===== config.mk =====
export PLATFORM = sky130hd
export DESIGN_NAME = controller_report_decode
export DESIGN_NICKNAME = d
export VERILOG_FILES = /design/src/rtl/crd_pkg.sv /design/src/rtl/crd_axis_prep.sv /design/src/rtl/crd_div.sv /design/src/rtl/controller_report_decode.sv
export SDC_FILE = /design/constraint.sdc
export NUM_CORES = 2
export LEC_CHECK = 0
export ABC_AREA = 1
export BUFFER_PORTS_ARGS = -buffer_cell sky130_fd_sc_hd__buf_2
export CAP_MARGIN = 20
export CORE_MARGIN = 5
export CORE_UTILIZATION = 60
export CTS_CLUSTER_SIZE = 14
export DETAILED_ROUTE_END_ITERATION = 6
export HOLD_SLACK_MARGIN = 0.03
export PLACE_DENSITY = 0.79
export SETUP_SLACK_MARGIN = 0.5
export SYNTH_ARGS = -nofsm -noshare
export SYNTH_HDL_FRONTEND = slang
export SYNTH_SLANG_ARGS = --single-unit

===== constraint.sdc =====
create_clock -name i_clk -period 4.6 [get_ports i_clk]
set_input_delay 0.23 -clock i_clk [delete_from_list [all_inputs] [get_ports i_clk]]
set_output_delay 0.23 -clock i_clk [all_outputs]
set_load 0.01 [all_outputs]

===== src/rtl/crd_pkg.sv =====
// ----------------------------------------------------------------------------
// crd_pkg
// Shared types, constants and lookup functions for the report decoder.
// ----------------------------------------------------------------------------
package crd_pkg;

    localparam int CNT_W   = 12;              // stick count and calibration width
    localparam int QUO_W   = 15;              // quotient bits below the clamp
    localparam int NUM_W   = CNT_W + QUO_W;   // scaled numerator width
    localparam int BTN_W   = 11;
    localparam int BAT_W   = 7;
    localparam int AXIS_W  = 16;
    localparam int PREP_DEPTH = 2;
    localparam int LAT_CORE   = PREP_DEPTH + QUO_W;   // stages before output register
    localparam logic [15:0] MIN_BODY_LEN = 16'd11;
    localparam logic [QUO_W-1:0] FULL_SCALE = 15'd32767;

    // register indexes of the configuration port
    localparam logic [2:0] REG_RIGHT_SIDE = 3'd0;
    localparam logic [2:0] REG_X_CENTER   = 3'd1;
    localparam logic [2:0] REG_Y_CENTER   = 3'd2;
    localparam logic [2:0] REG_X_BELOW    = 3'd3;
    localparam logic [2:0] REG_X_ABOVE    = 3'd4;
    localparam logic [2:0] REG_Y_BELOW    = 3'd5;
    localparam logic [2:0] REG_Y_ABOVE    = 3'd6;
    localparam logic [2:0] REG_DEAD_BAND  = 3'd7;

    typedef struct packed {
        logic neg;     // deflection below center
        logic zero;    // inside dead band
        logic clamp;   // quotient exceeds full scale
    } t_axis_tag;

    typedef struct packed {
        logic              accepted;
        logic [BTN_W-1:0]  buttons;
        logic [BAT_W-1:0]  battery;
        logic [31:0]       stamp;
    } t_side_band;

    function automatic logic [BAT_W-1:0] battery_lut(input logic [3:0] nib);
        logic [BAT_W-1:0] pct;
        case (nib)
            4'd0:    pct = 7'd5;
            4'd1:    pct = 7'd10;
            4'd2:    pct = 7'd25;
            4'd3:    pct = 7'd40;
            4'd4:    pct = 7'd50;
            4'd5:    pct = 7'd65;
            4'd6:    pct = 7'd75;
            4'd7:    pct = 7'd90;
            default: pct = 7'd100;
        endcase
        return pct;
    endfunction

    function automatic logic [BTN_W-1:0] pack_buttons(input logic right,
            input logic [7:0] rbtn, input logic [7:0] shared, input logic [7:0] lbtn);
        logic [BTN_W-1:0] b;
        if (right) begin
            b = {shared[4], shared[2], shared[1], rbtn[4], rbtn[5], rbtn[7], rbtn[6],
                 rbtn[0], rbtn[1], rbtn[2], rbtn[3]};
        end else begin
            b = {shared[5], shared[3], shared[0], lbtn[4], lbtn[5], lbtn[7], lbtn[6],
                 lbtn[2], lbtn[3], lbtn[0], lbtn[1]};
        end
        return b;
    endfunction

endpackage


===== src/rtl/crd_axis_prep.sv =====
// ----------------------------------------------------------------------------
// crd_axis_prep
// Two-stage front end of one axis: offset, dead band, span, numerator, clamp.
// ----------------------------------------------------------------------------
module crd_axis_prep
    import crd_pkg::*;
(
    input  logic              i_clk,
    input  logic              i_rst_n,
    input  logic              i_vld,
    input  logic [CNT_W-1:0]  i_raw,
    input  logic [CNT_W-1:0]  i_center,
    input  logic [CNT_W-1:0]  i_below,
    input  logic [CNT_W-1:0]  i_above,
    input  logic [CNT_W-1:0]  i_band,
    output logic              o_vld,
    output logic [NUM_W-1:0]  o_num,
    output logic [CNT_W-1:0]  o_den,
    output t_axis_tag         o_tag
);

    logic [CNT_W:0]   delta;
    logic             neg;
    logic [CNT_W-1:0] mag;
    logic [CNT_W-1:0] travel;
    logic [CNT_W-1:0] n_span;

    logic             r_v1;
    logic             r_neg1;
    logic             r_zero1;
    logic [CNT_W-1:0] r_d1;
    logic [CNT_W-1:0] r_span1;

    logic [NUM_W-1:0] num2;
    logic             r_v2;
    logic [NUM_W-1:0] r_num2;
    logic [CNT_W-1:0] r_den2;
    t_axis_tag        r_tag2;

    always_comb begin
        delta  = {1'b0, i_raw} - {1'b0, i_center};
        neg    = delta[CNT_W];
        mag    = neg ? CNT_W'(-delta) : delta[CNT_W-1:0];
        travel = neg ? i_below : i_above;
        if (travel == '0) begin
            travel = CNT_W'(1);
        end
        n_span = (travel > i_band) ? (travel - i_band) : CNT_W'(1);
    end

    always_ff @(posedge i_clk) begin
        if (!i_rst_n) begin
            r_v1 <= 1'b0;
        end else begin
            r_v1 <= i_vld;
        end
        r_neg1  <= neg;
        r_zero1 <= (mag <= i_band);
        r_d1    <= mag - i_band;
        r_span1 <= n_span;
    end

    // d * 32767 as d * 2^15 - d
    assign num2 = {r_d1, {QUO_W{1'b0}}} - NUM_W'(r_d1);

    always_ff @(posedge i_clk) begin
        if (!i_rst_n) begin
            r_v2 <= 1'b0;
        end else begin
            r_v2 <= r_v1;
        end
        r_num2       <= num2;
        r_den2       <= r_span1;
        r_tag2.neg   <= r_neg1;
        r_tag2.zero  <= r_zero1;
        r_tag2.clamp <= (num2 >= {r_span1, {QUO_W{1'b0}}});
    end

    assign o_vld = r_v2;
    assign o_num = r_num2;
    assign o_den = r_den2;
    assign o_tag = r_tag2;

endmodule


===== src/rtl/crd_div.sv =====
// ----------------------------------------------------------------------------
// crd_div
// Pipelined restoring divider, one quotient bit per stage.
// ----------------------------------------------------------------------------
module crd_div
    import crd_pkg::*;
(
    input  logic              i_clk,
    input  logic              i_rst_n,
    input  logic              i_vld,
    input  logic [NUM_W-1:0]  i_num,
    input  logic [CNT_W-1:0]  i_den,
    input  t_axis_tag         i_tag,
    output logic              o_vld,
    output logic [QUO_W-1:0]  o_quo,
    output t_axis_tag         o_tag
);

    logic              r_vld [QUO_W];
    logic [NUM_W-1:0]  r_rem [QUO_W];
    logic [QUO_W-1:0]  r_quo [QUO_W];
    logic [CNT_W-1:0]  r_den [QUO_W];
    t_axis_tag         r_tag [QUO_W];

    for (genvar s = 0; s < QUO_W; s++) begin : g_stage
        localparam int B = QUO_W - 1 - s;
        logic              p_vld;
        logic [NUM_W-1:0]  p_rem;
        logic [QUO_W-1:0]  p_quo;
        logic [CNT_W-1:0]  p_den;
        t_axis_tag         p_tag;
        logic [NUM_W-1:0]  sub;
        logic              fits;

        if (s == 0) begin : g_first
            assign p_vld = i_vld;
            assign p_rem = i_num;
            assign p_quo = '0;
            assign p_den = i_den;
            assign p_tag = i_tag;
        end else begin : g_next
            assign p_vld = r_vld[s-1];
            assign p_rem = r_rem[s-1];
            assign p_quo = r_quo[s-1];
            assign p_den = r_den[s-1];
            assign p_tag = r_tag[s-1];
        end

        assign sub  = NUM_W'(p_den) << B;
        assign fits = (p_rem >= sub);

        always_ff @(posedge i_clk) begin
            if (!i_rst_n) begin
                r_vld[s] <= 1'b0;
            end else begin
                r_vld[s] <= p_vld;
            end
            r_rem[s] <= fits ? (p_rem - sub) : p_rem;
            r_quo[s] <= p_quo | (QUO_W'(fits) << B);
            r_den[s] <= p_den;
            r_tag[s] <= p_tag;
        end
    end

    assign o_vld = r_vld[QUO_W-1];
    assign o_quo = r_quo[QUO_W-1];
    assign o_tag = r_tag[QUO_W-1];

endmodule


===== src/rtl/controller_report_decode.sv =====
// ----------------------------------------------------------------------------
// controller_report_decode
// Decodes one controller input report per request into scaled sticks,
// side-specific buttons, battery percentage and a time stamp.
// ----------------------------------------------------------------------------
// Pipeline: a request passes through two axis front stages, the 15-stage divider
//   pipeline and the output register before it shows on the result ports
//   (o_valid high for one cycle).
// Throughput: one request per cycle; busy is never raised, since every stage
//   advances each cycle and the receiver cannot stall.
// Reset: synchronous, active low; clears all valid bits and loads the
//   calibration registers with their defaults.
// ----------------------------------------------------------------------------
module controller_report_decode
    import crd_pkg::*;
(
    input  logic              i_clk,
    input  logic              i_rst_n,
    // request channel
    input  logic              start,
    output logic              busy,
    input  logic [15:0]       i_body_length,
    input  logic [7:0]        i_status_byte,
    input  logic [7:0]        i_right_button_byte,
    input  logic [7:0]        i_shared_button_byte,
    input  logic [7:0]        i_left_button_byte,
    input  logic [23:0]       i_left_stick_bytes,
    input  logic [23:0]       i_right_stick_bytes,
    input  logic [31:0]       i_time_ms,
    // result channel
    output logic              o_valid,
    output logic              o_accepted,
    output logic signed [15:0] o_stick_x,
    output logic signed [15:0] o_stick_y,
    output logic [BTN_W-1:0]  o_button_bits,
    output logic [BAT_W-1:0]  o_battery_percent,
    output logic [31:0]       o_stamp_ms,
    // configuration port
    input  logic              psel,
    input  logic              penable,
    input  logic              pwrite,
    input  logic [4:0]        paddr,
    input  logic [31:0]       pwdata,
    output logic [31:0]       prdata,
    output logic              pready
);

    // ---------------------------------------------------------------- config
    logic             r_right_side;
    logic [CNT_W-1:0] r_x_center;
    logic [CNT_W-1:0] r_y_center;
    logic [CNT_W-1:0] r_x_below;
    logic [CNT_W-1:0] r_x_above;
    logic [CNT_W-1:0] r_y_below;
    logic [CNT_W-1:0] r_y_above;
    logic [CNT_W-1:0] r_dead_band;
    logic [2:0]       reg_idx;
    logic             wr_en;

    assign pready  = 1'b1;
    assign reg_idx = paddr[4:2];
    assign wr_en   = psel && penable && pwrite;

    always_ff @(posedge i_clk) begin
        if (!i_rst_n) begin
            r_right_side <= 1'b0;
            r_x_center   <= 12'd2048;
            r_y_center   <= 12'd2048;
            r_x_below    <= 12'd1300;
            r_x_above    <= 12'd1300;
            r_y_below    <= 12'd1300;
            r_y_above    <= 12'd1300;
            r_dead_band  <= 12'd160;
        end else if (wr_en) begin
            case (reg_idx)
                REG_RIGHT_SIDE: r_right_side <= pwdata[0];
                REG_X_CENTER:   r_x_center   <= pwdata[CNT_W-1:0];
                REG_Y_CENTER:   r_y_center   <= pwdata[CNT_W-1:0];
                REG_X_BELOW:    r_x_below    <= pwdata[CNT_W-1:0];
                REG_X_ABOVE:    r_x_above    <= pwdata[CNT_W-1:0];
                REG_Y_BELOW:    r_y_below    <= pwdata[CNT_W-1:0];
                REG_Y_ABOVE:    r_y_above    <= pwdata[CNT_W-1:0];
                REG_DEAD_BAND:  r_dead_band  <= pwdata[CNT_W-1:0];
                default: ;
            endcase
        end
    end

    // read back the selected register
    always_comb begin
        case (reg_idx)
            REG_RIGHT_SIDE: prdata = {31'd0, r_right_side};
            REG_X_CENTER:   prdata = {20'd0, r_x_center};
            REG_Y_CENTER:   prdata = {20'd0, r_y_center};
            REG_X_BELOW:    prdata = {20'd0, r_x_below};
            REG_X_ABOVE:    prdata = {20'd0, r_x_above};
            REG_Y_BELOW:    prdata = {20'd0, r_y_below};
            REG_Y_ABOVE:    prdata = {20'd0, r_y_above};
            default:        prdata = {20'd0, r_dead_band};
        endcase
    end

    // --------------------------------------------------------------- request
    // Every cycle can take a request; nothing ever backs up.
    logic        take;
    logic [23:0] stick;

    assign busy  = 1'b0;
    assign take  = start && !busy;
    assign stick = r_right_side ? i_right_stick_bytes : i_left_stick_bytes;

    // ------------------------------------------------------------ axis paths
    logic             x_pv, y_pv;
    logic [NUM_W-1:0] x_num, y_num;
    logic [CNT_W-1:0] x_den, y_den;
    t_axis_tag        x_ptag, y_ptag;
    logic             x_dv, y_dv;
    logic [QUO_W-1:0] x_quo, y_quo;
    t_axis_tag        x_tag, y_tag;

    crd_axis_prep u_prep_x (
        .i_clk, .i_rst_n, .i_vld(take),
        .i_raw(stick[CNT_W-1:0]), .i_center(r_x_center),
        .i_below(r_x_below), .i_above(r_x_above), .i_band(r_dead_band),
        .o_vld(x_pv), .o_num(x_num), .o_den(x_den), .o_tag(x_ptag)
    );

    crd_axis_prep u_prep_y (
        .i_clk, .i_rst_n, .i_vld(take),
        .i_raw(stick[2*CNT_W-1:CNT_W]), .i_center(r_y_center),
        .i_below(r_y_below), .i_above(r_y_above), .i_band(r_dead_band),
        .o_vld(y_pv), .o_num(y_num), .o_den(y_den), .o_tag(y_ptag)
    );

    crd_div u_div_x (
        .i_clk, .i_rst_n, .i_vld(x_pv), .i_num(x_num), .i_den(x_den), .i_tag(x_ptag),
        .o_vld(x_dv), .o_quo(x_quo), .o_tag(x_tag)
    );

    crd_div u_div_y (
        .i_clk, .i_rst_n, .i_vld(y_pv), .i_num(y_num), .i_den(y_den), .i_tag(y_ptag),
        .o_vld(y_dv), .o_quo(y_quo), .o_tag(y_tag)
    );

    // ---------------------------------------------------------- side band
    // Carry the fields that need no arithmetic alongside the axis pipes.
    t_side_band r_sb [LAT_CORE];
    t_side_band n_sb;

    always_comb begin
        n_sb.accepted = (i_body_length >= MIN_BODY_LEN);
        n_sb.buttons  = pack_buttons(r_right_side, i_right_button_byte,
                                     i_shared_button_byte, i_left_button_byte);
        n_sb.battery  = battery_lut(i_status_byte[7:4]);
        n_sb.stamp    = i_time_ms;
    end

    always_ff @(posedge i_clk) begin
        r_sb[0] <= n_sb;
        for (int k = 1; k < LAT_CORE; k++) begin
            r_sb[k] <= r_sb[k-1];
        end
    end

    // ---------------------------------------------------------- result stage
    function automatic logic [AXIS_W-1:0] finish_axis(input t_axis_tag tag,
                                                      input logic [QUO_W-1:0] quo);
        logic [AXIS_W-1:0] m;
        if (tag.zero) begin
            m = '0;
        end else begin
            m = AXIS_W'(tag.clamp ? FULL_SCALE : quo);
        end
        return tag.neg ? -m : m;
    endfunction

    logic              r_valid;
    logic              r_accepted;
    logic [AXIS_W-1:0] r_x;
    logic [AXIS_W-1:0] r_y;
    logic [BTN_W-1:0]  r_btn;
    logic [BAT_W-1:0]  r_bat;
    logic [31:0]       r_stamp;
    logic              acc;

    assign acc = r_sb[LAT_CORE-1].accepted;

    always_ff @(posedge i_clk) begin
        if (!i_rst_n) begin
            r_valid <= 1'b0;
        end else begin
            r_valid <= x_dv && y_dv;
        end
        // short reports drop every field to zero
        r_accepted <= acc;
        r_x        <= acc ? finish_axis(x_tag, x_quo) : '0;
        r_y        <= acc ? finish_axis(y_tag, y_quo) : '0;
        r_btn      <= acc ? r_sb[LAT_CORE-1].buttons : '0;
        r_bat      <= acc ? r_sb[LAT_CORE-1].battery : '0;
        r_stamp    <= acc ? r_sb[LAT_CORE-1].stamp : '0;
    end

    assign o_valid           = r_valid;
    assign o_accepted        = r_accepted;
    assign o_stick_x         = r_x;
    assign o_stick_y         = r_y;
    assign o_button_bits     = r_btn;
    assign o_battery_percent = r_bat;
    assign o_stamp_ms        = r_stamp;

endmodule


Yosys cells after proc, flatten, opt, wreduce, memory -nomap -nowiden
Memories as Yosys holds them, arrays and structs flattened.
Cells that the tools add are included.
{ "classes": {"n_eq_ne": 7, "order_cmp": 37, "n_mux": 78, "reduce_logical": 14, "n_addsub": 42, "bitwise_logic": 58} }
{ "op_table": {"columns": ["op", "n"], "rows": [
  ["$mux 27", 30],
  ["$sub 27x12->27", 4],
  ["$pmux 12 s7", 1],
  ["$mux 12", 6],
  ["$mux 15", 4],
  ["$ge 27x12->1", 2],
  ["$ge 27x13->1", 2],
  ["$ge 27x14->1", 2],
  ["$ge 27x15->1", 2],
  ["$ge 27x16->1", 2],
  ["$ge 27x17->1", 2],
  ["$ge 27x18->1", 2],
  ["$ge 27x19->1", 2],
  ["$ge 27x20->1", 2],
  ["$ge 27x21->1", 2],
  ["$ge 27x22->1", 2],
  ["$ge 27x23->1", 2],
  ["$ge 27x24->1", 2],
  ["$ge 27x25->1", 2],
  ["$ge 27x26->1", 2],
  ["$ge 27x27->1", 2],
  ["$sub 27x13->27", 2],
  ["$sub 27x14->27", 2],
  ["$sub 27x15->27", 2],
  ["45 further kinds", 153]
]} }
{ "word_totals": {"mem_count": 12, "input_bits": 171, "romBits": 56, "word_cells": 283, "ramBits": 2607, "output_inout_bits": 118, "ff_bits": 307} }
{ "mem_list": {"columns": ["name", "words", "width", "rd", "rd_clocked_by_memory_dff", "write_ports", "line", "text"], "rows": [
  ["r_sb", 17, 51, 17, 0, 17, "controller_report_decode.sv:147", "t_side_band r_sb [LAT_CORE];"],
  ["u_div_x.r_rem", 15, 27, 14, 0, 15, "crd_div.sv:20", "logic [NUM_W-1:0] r_rem [QUO_W];"],
  ["u_div_y.r_rem", 15, 27, 14, 0, 15, "crd_div.sv:20", null],
  ["u_div_x.r_quo", 15, 15, 15, 0, 15, "crd_div.sv:21", "logic [QUO_W-1:0] r_quo [QUO_W];"],
  ["u_div_y.r_quo", 15, 15, 15, 0, 15, "crd_div.sv:21", null],
  ["u_div_x.r_den", 15, 12, 14, 0, 15, "crd_div.sv:22", "logic [CNT_W-1:0] r_den [QUO_W];"],
  ["+6 memories", null, null, null, null, null, null, null]
]} }

Depth between registers and ports, before layout
{ "depth": {"depth_word": 6, "ltp_mapped": 28, "depth_no_buf": 25} }

Modules after synthesis
Synthesis repeated with hierarchy kept, for this count alone.
{ "unflattened": {"cells_unflattened": 12303, "hier_area_um2": 100547.7} }
{ "by_module_without_submodules": {"columns": ["mod", "area_per_inst_um2", "n_inst", "seq_area_each_um2", "cells_each"], "rows": [
  ["crd_div at u_div_y", 33467.1, 1, 14533.9, 4596],
  ["crd_div at u_div_x", 33205.6, 1, 14533.9, 4561],
  ["controller_report_decode", 24780.0, 1, 20739.9, 1864],
  ["crd_axis_prep at u_prep_x", 4565.6, 1, 1401.3, 643],
  ["crd_axis_prep at u_prep_y", 4529.3, 1, 1401.3, 639]
]} }

Worst setup path before layout
OpenSTA, ideal clock, no wires.
{ "synth_timing": {"kind": "flip-flop to flip-flop", "startpoint": "register r_right_side", "endpoint": "register u_prep_x.r_span1[5]", "period_less_slack_ns": 4.236, "n_path_buf": 4, "arrival_ns": 4.165, "stages_incl_launch_ff": 26, "t_required_ns": 4.530, "setup_time_ns": 0.070, "setup_slack_ns": 0.364, "cell_sequence": "dfxtp_1 clkbuf_1 clkinv_1 clkbuf_1 nand2_1 nand2_1 fa_1 nand3_1 nand2_1 nand3_2 nand3_2 buf_6 o21ai_0 nand2_1 nor2_1 nand3_1 nand2_1 inv_1 ha_1 fa_1 o21ai_0 nand3_1 o211ai_1 nand2_1 clkbuf_1 a21oi_1"} }
{ "synth_via": {"elab_chain_cells": 6, "word_cells_on_any_way": 7, "classes_between": "2 x add/sub; 1 x order compare; 3 x mux; 1 x reduce/logical"} }
{ "synth_lines": {"columns": ["element", "line", "text"], "rows": [
  ["start, declared", "controller_report_decode.sv:49", "logic r_right_side;"],
  ["start signal, assigned", "controller_report_decode.sv:76", "REG_RIGHT_SIDE: r_right_side <= pwdata[0];"],
  ["$mux 24 (*)", "controller_report_decode.sv:110", "assign stick = r_right_side ? i_right_stick_bytes : i_left_stick_bytes;"],
  ["$sub 12x12->13 (*)", "crd_axis_prep.sv:41", "delta = {1'b0, i_raw} - {1'b0, i_center};"],
  ["$mux 12 (*)", "crd_axis_prep.sv:44", "travel = neg ? i_below : i_above;"],
  ["$logic_not 12->1", "crd_axis_prep.sv:45", "if (travel == '0) begin"],
  ["$mux 12 (*)", "crd_axis_prep.sv:45", null],
  ["$sub 12x12->12 / $gt 12x12->1 (equally long branches)", "crd_axis_prep.sv:48", "n_span = (travel > i_band) ? (travel - i_band) : CNT_W'(1);"],
  ["end signal, assigned", "crd_axis_prep.sv:60", "r_span1 <= n_span;"],
  ["end, declared", "crd_axis_prep.sv:32", "logic [CNT_W-1:0] r_span1;"]
]} }
Mark *: on every way between the ends. The rest lies on a longest branch, timed or not.
A chain may end at the register's enable or synchronous reset.

Worst setup path after layout
{ "layout_timing": {"startpoint": "register r_right_side", "endpoint": "register u_prep_y.r_span1[10]"} }
{ "layout_via": {"elab_chain_cells": 6, "word_cells_on_any_way": 7, "classes_between": "2 x add/sub; 1 x order compare; 3 x mux; 1 x reduce/logical"} }
{ "layout_lines": {"columns": ["element", "line"], "rows": [
  ["$mux 24 (*)", "controller_report_decode.sv:110"],
  ["$sub 12x12->13 (*)", "crd_axis_prep.sv:41"],
  ["$mux 12 (*)", "crd_axis_prep.sv:44"],
  ["$logic_not 12->1", "crd_axis_prep.sv:45"],
  ["$mux 12 (*)", "crd_axis_prep.sv:45"],
  ["$sub 12x12->12 / $gt 12x12->1 (equally long branches)", "crd_axis_prep.sv:48"],
  ["end signal, assigned", "crd_axis_prep.sv:60"],
  ["end, declared", "crd_axis_prep.sv:32"]
]} }
Marked as above.

==> out/summary.md <==
The run finished, with violations left. The checks that failed: DRC. Detailed placement finished with a half-perimeter wire length of 162,700 um. 289 I/O pins were placed. STA puts the critical path data arrival time at 4.60 ns. Tracing the worst setup path back leads to its startpoint at r_right_side. The total global routing track utilization is 27.09%. The number of slew-limit violations in the final report is 0, and the average size of a mapped cell is 8.982 um2. Number of global-route vias before repair: 69,504.

The count of port buffers added during placement is 238, and the total via count in the routed design is 68,563. Net switching is 37.43% of the power. The library cells used most frequently in the layout, excluding fill and tap cells, are 2,609 x sky130_fd_sc_hd__dfxtp_1, 2,127 x sky130_fd_sc_hd__nand2_1, 1,290 x sky130_fd_sc_hd__inv_1. The clock tree buffer depth was 3; the final critical-path required period was 3.866 ns. The logs give -0.004334 ns for the worst slack at placement and 82.71 mW for the total power consumption of the routed design. For the final routed database, the setup TNS stands at 0 ns. The run gives 2 as the initial antenna violation count. Using the TritonRoute via totals, the vias-per-cell ratio works out to 5.235. The worst register-to-register path has a depth of 25. The final cycle utilization of the critical path came out at 84.04%. The number of design-rule violations left by the first detailed-router iteration was 4,717; the residual antenna-violating net count after detailed routing was 0.

Sequential cells account for 39.6% of the total power. Across all hold checks on the routed design, the worst slack comes to 0.1330 ns. The most used flip-flop cell after synthesis is sky130_fd_sc_hd__dfxtp_1. Counting flops with an async set or reset pin after synthesis yields a share of 0%.

Slowest cell on the critical path: sky130_fd_sc_hd__fa_2. The terminus of the critical flop-to-flop path is u_prep_y.r_span1[10]. Combinational logic is responsible for 35.4% of the overall power.

Summing all placed instances gives a cell area of 95,930 um2. The worst setup path is launched from a register. Counting both buffers and inverters, the worst setup path holds a total of 5. In this run the cell area of the synthesized design comes to 92,900 um2. The logs give 10,343 for the gate count after technology mapping and 30.96 mW for the net switching component of the power. The commonest non-fill, non-tap cell in the layout is sky130_fd_sc_hd__dfxtp_1. The tightest slew margin relative to the limit is 26.95%. The tools report the worst clock skew on the final layout as 0.08788 ns. The type of the most critical hold path is in2reg. Yosys attributes the largest share of cell area to sky130_fd_sc_hd__dfxtp_1 56%, sky130_fd_sc_hd__nand2_1 8.6%, sky130_fd_sc_hd__ha_1 6.3%.

Static timing analysis puts the maximum clock frequency at 258.7 MHz. By instance count, the cell type seen most on the critical path is sky130_fd_sc_hd__nand2_1. Clock latency on the worst-skew pair, taken at its later pin, is 0.89 ns. After detailed placement, the design holds a cell count of 12,513. The number of standard-cell rows in the floorplan came out at 144. Growth of design area from synthesis to finish: 14.35%.

TritonCTS built the clock tree. For this design the ratio of total power to cell area is 778.6 nW/um2. Gate family responsible for the most delay along the worst path: adder cells. After synthesis the netlist holds a flip-flop and latch count of 2,611. Summed over all cells, the static leakage comes to 48.91 nW.

The clock sink count was 2,611. The height of the die is 403.5 um, and the summed area of non-filler cells in the final layout is 106,200 um2. The run gives 4 as the total number of H-tree levels. The number of non-filler instances in the completed layout came out at 13,096.

For this configuration, the core starts out at a cell density of 60.30%. The share of the Yosys chip area taken by registers is 56.27%. The measured slew at the worst slew-check pin works out to 1.084 ns. Entering global routing, the biggest net connects 91 pins. For flop-to-flop paths, the worst setup slack is 0.73 ns. The post-route worst setup slack is 0.7343 ns.

The worst setup path is captured at a register. IR analysis of the VDD net gives a maximum drop of 0.5386 mV. For the layout net count, the log shows 11,542.

The tools report the root cell of the clock tree as sky130_fd_sc_hd__clkbuf_16. The hold violation count in the final report was 0; the average wire per standard cell was 17.13 um. For this run, design rule violations remaining after detail routing come to 2. The worst hold path passes through 4 cells. Setup repair after global routing left no endpoint under its margin. Clock tree synthesis inserted a total of 241 buffers. Yosys mapped the design onto 70 distinct sky130hd cell types. The tools report the source of the worst register-to-register timing path as r_right_side. The most area-hungry cell type in the Yosys netlist is sky130_fd_sc_hd__dfxtp_1. Setup violations remaining at the end of the flow were counted as 0. The first global-routing pass estimated 357,100 um of wire.

The fraction of post-synthesis cell area in the top cell type by area came out at 56.27%. The Yosys step of the flow raised 0 warnings. Global routing finished with a remaining overflow of 0. The internal power of the cells totals 51.75 mW. Number of maximum-capacitance constraint violations: 0. In this run the number of cells on the critical path is 25. The die covers 162,800 um2. The fraction of final layout cells sized beyond drive strength 1 is 8.108%, and the number of flops mapped to enable cells by yosys is 0. The fraction of the core area covered by cells at the end of the flow came out at 68.96%. Across the whole layout, storage elements account for 52,280 um2.

The routed design has 224,400 um of wire. Data on the critical path is required at its endpoint by 5.33 ns. Following the worst setup path forward leads to its endpoint at u_prep_y.r_span1[10].

The largest stage delay on the critical path is 0.40 ns, and the number of iterations in the first detailed-routing pass is 7. In the final layout, the multi-input gates occupy 35,110 um2. By startpoint and endpoint, the worst setup path is classified as reg2reg. In this run, the clock network consumes 25.0% of the power. Clock-pin slew was measured on the worst setup and hold paths at 0.06 ns. The core region area is 154,000 um2, and the number of fillers in the final layout is 11,724. The die is 403.5 um wide.

The top fanout value on the critical path came out at 7. At the end of routability-driven placement, the weighted congestion stood at 0.9527.
## power by group through the flow
stage               Combinational [mW]  Sequential, mW  Clock (mW)
floorplan                         22.0            31.4           0
global placement                  28.0            32.9           0
detailed placement                28.6            33.1           0
CTS                               29.0            32.7        21.0
global route                      33.2            33.3        22.1
finish                            29.3            32.7        20.7
## worst min path at each step
| stage | startpoint | end | slack, ns |
|---|---|---|---|
| final | i_left_button_byte[6] | r_sb[0][43] | 0.13 |
| after global routing | i_left_button_byte[6] | r_sb[0][43] | 0.09 |
| after CTS | i_left_button_byte[6] | r_sb[0][43] | 0.03 |
| after detailed placement | r_sb[0][51] | r_sb[0][102] | 0.31 |
| after global placement | r_sb[0][15] | r_sb[0][66] | 0.31 |
| after floorplan | i_time_ms[0] | r_sb[0][0] | 0.26 |
## cell usage after synthesis (8+ instances only)
| cell | number |
|---|---|
| sky130_fd_sc_hd__xor2_1 | 192 |
| sky130_fd_sc_hd__or2_2 | 62 |
| sky130_fd_sc_hd__nand2_1 | 2138 |
| sky130_fd_sc_hd__a21oi_1 | 579 |
| sky130_fd_sc_hd__xnor2_1 | 177 |
| sky130_fd_sc_hd__nand3_2 | 15 |
| sky130_fd_sc_hd__nor4_1 | 63 |
| sky130_fd_sc_hd__fa_1 | 34 |
| sky130_fd_sc_hd__o21a_1 | 23 |
| sky130_fd_sc_hd__o21ai_0 | 569 |
| sky130_fd_sc_hd__nor2_2 | 17 |
| sky130_fd_sc_hd__nor2_4 | 13 |
| sky130_fd_sc_hd__o21ai_1 | 83 |
| sky130_fd_sc_hd__and2_1 | 13 |
| sky130_fd_sc_hd__clkbuf_1 | 45 |
| sky130_fd_sc_hd__and3_1 | 8 |
| sky130_fd_sc_hd__nand3_1 | 382 |
| sky130_fd_sc_hd__o211ai_1 | 41 |
| sky130_fd_sc_hd__a21boi_0 | 17 |
| sky130_fd_sc_hd__nand4_1 | 125 |
| sky130_fd_sc_hd__a211oi_1 | 10 |
| sky130_fd_sc_hd__a21o_1 | 47 |
| sky130_fd_sc_hd__ha_1 | 467 |
| sky130_fd_sc_hd__o21bai_1 | 19 |
| sky130_fd_sc_hd__dfxtp_1 | 2611 |
| sky130_fd_sc_hd__inv_1 | 1290 |
| sky130_fd_sc_hd__buf_4 | 45 |
| sky130_fd_sc_hd__o21ai_2 | 20 |
| sky130_fd_sc_hd__nor3_1 | 141 |
| sky130_fd_sc_hd__nand3b_1 | 89 |
| sky130_fd_sc_hd__nand2_2 | 8 |
| sky130_fd_sc_hd__a31oi_1 | 13 |
| sky130_fd_sc_hd__buf_6 | 18 |
| sky130_fd_sc_hd__buf_2 | 35 |
| sky130_fd_sc_hd__nor2_1 | 785 |
| sky130_fd_sc_hd__o22ai_1 | 30 |
| sky130_fd_sc_hd__a21oi_2 | 25 |
| sky130_fd_sc_hd__inv_2 | 23 |
## flip-flops by register name, indices dropped and copies added, names as in the netlist, 16 cells and up
register,flops
u_div_y.r_rem,378
u_div_y.r_quo,120
u_prep_x.o_num,27
u_div_y.r_tag,45
u_div_x.r_tag,45
u_prep_y.o_num,27
u_div_x.r_den,168
o_stick_x,16
u_div_x.r_quo,120
u_div_y.r_den,168
o_stick_y,16
u_div_x.r_rem,378
r_sb,867
o_stamp_ms,32
## worst reg2reg max path: cells and delay by family (launching register included)
family,cells,cell delay [ns]
AO/OA/AOI/OAI,3,0.34
flip-flops,1,0.39
AND/OR/NAND/NOR,11,0.92
multiplexers,1,0.22
adder cells (fa/ha/maj),4,1.16
XOR/XNOR,1,0.19
buffers and inverters,5,0.56
## logic make-up after synthesis
family	synth area share, %
and+or+nand+nor	17.94
other	0.008084
buffers and inverters	6.315
DFF	56.27
muxes	0.03233
xor gates and xnor gates	3.479
adders and majority gates	7.023
AOI/OAI and AO/OA	8.935
## what timing repair did
item | CTS | global route
hold buffers | 140 | 0
setup endpoints to repair | 28 | 30
gates resized for setup | 20 | 37
hold endpoints to repair | 152 | 0
pin swaps | 5 | 16
setup buffers | 4 | 14
## final cells by class
cell class	count	share of cell area (%)
well taps	2044	2.407
diodes	1	0.002356
clock buffers	339	6.542
inverters	1317	4.658
flip-flops and latches	2611	49.21
multi-input cells	6287	33.05
repair buffers	412	2.718
clock inverters	85	1.409
## metal layers
layer	vias up	part of all wire [%]	global-route usage (%)	wire [um]
met3	620	4.5	3.843	10100
li1	34275	-	-	-
met5	-	0	0	0
met1	31729	39	30.32	87330
met4	0	5.3	13.03	11810
met2	1939	51	50.36	115100
(Power assumes the default switching activity.)
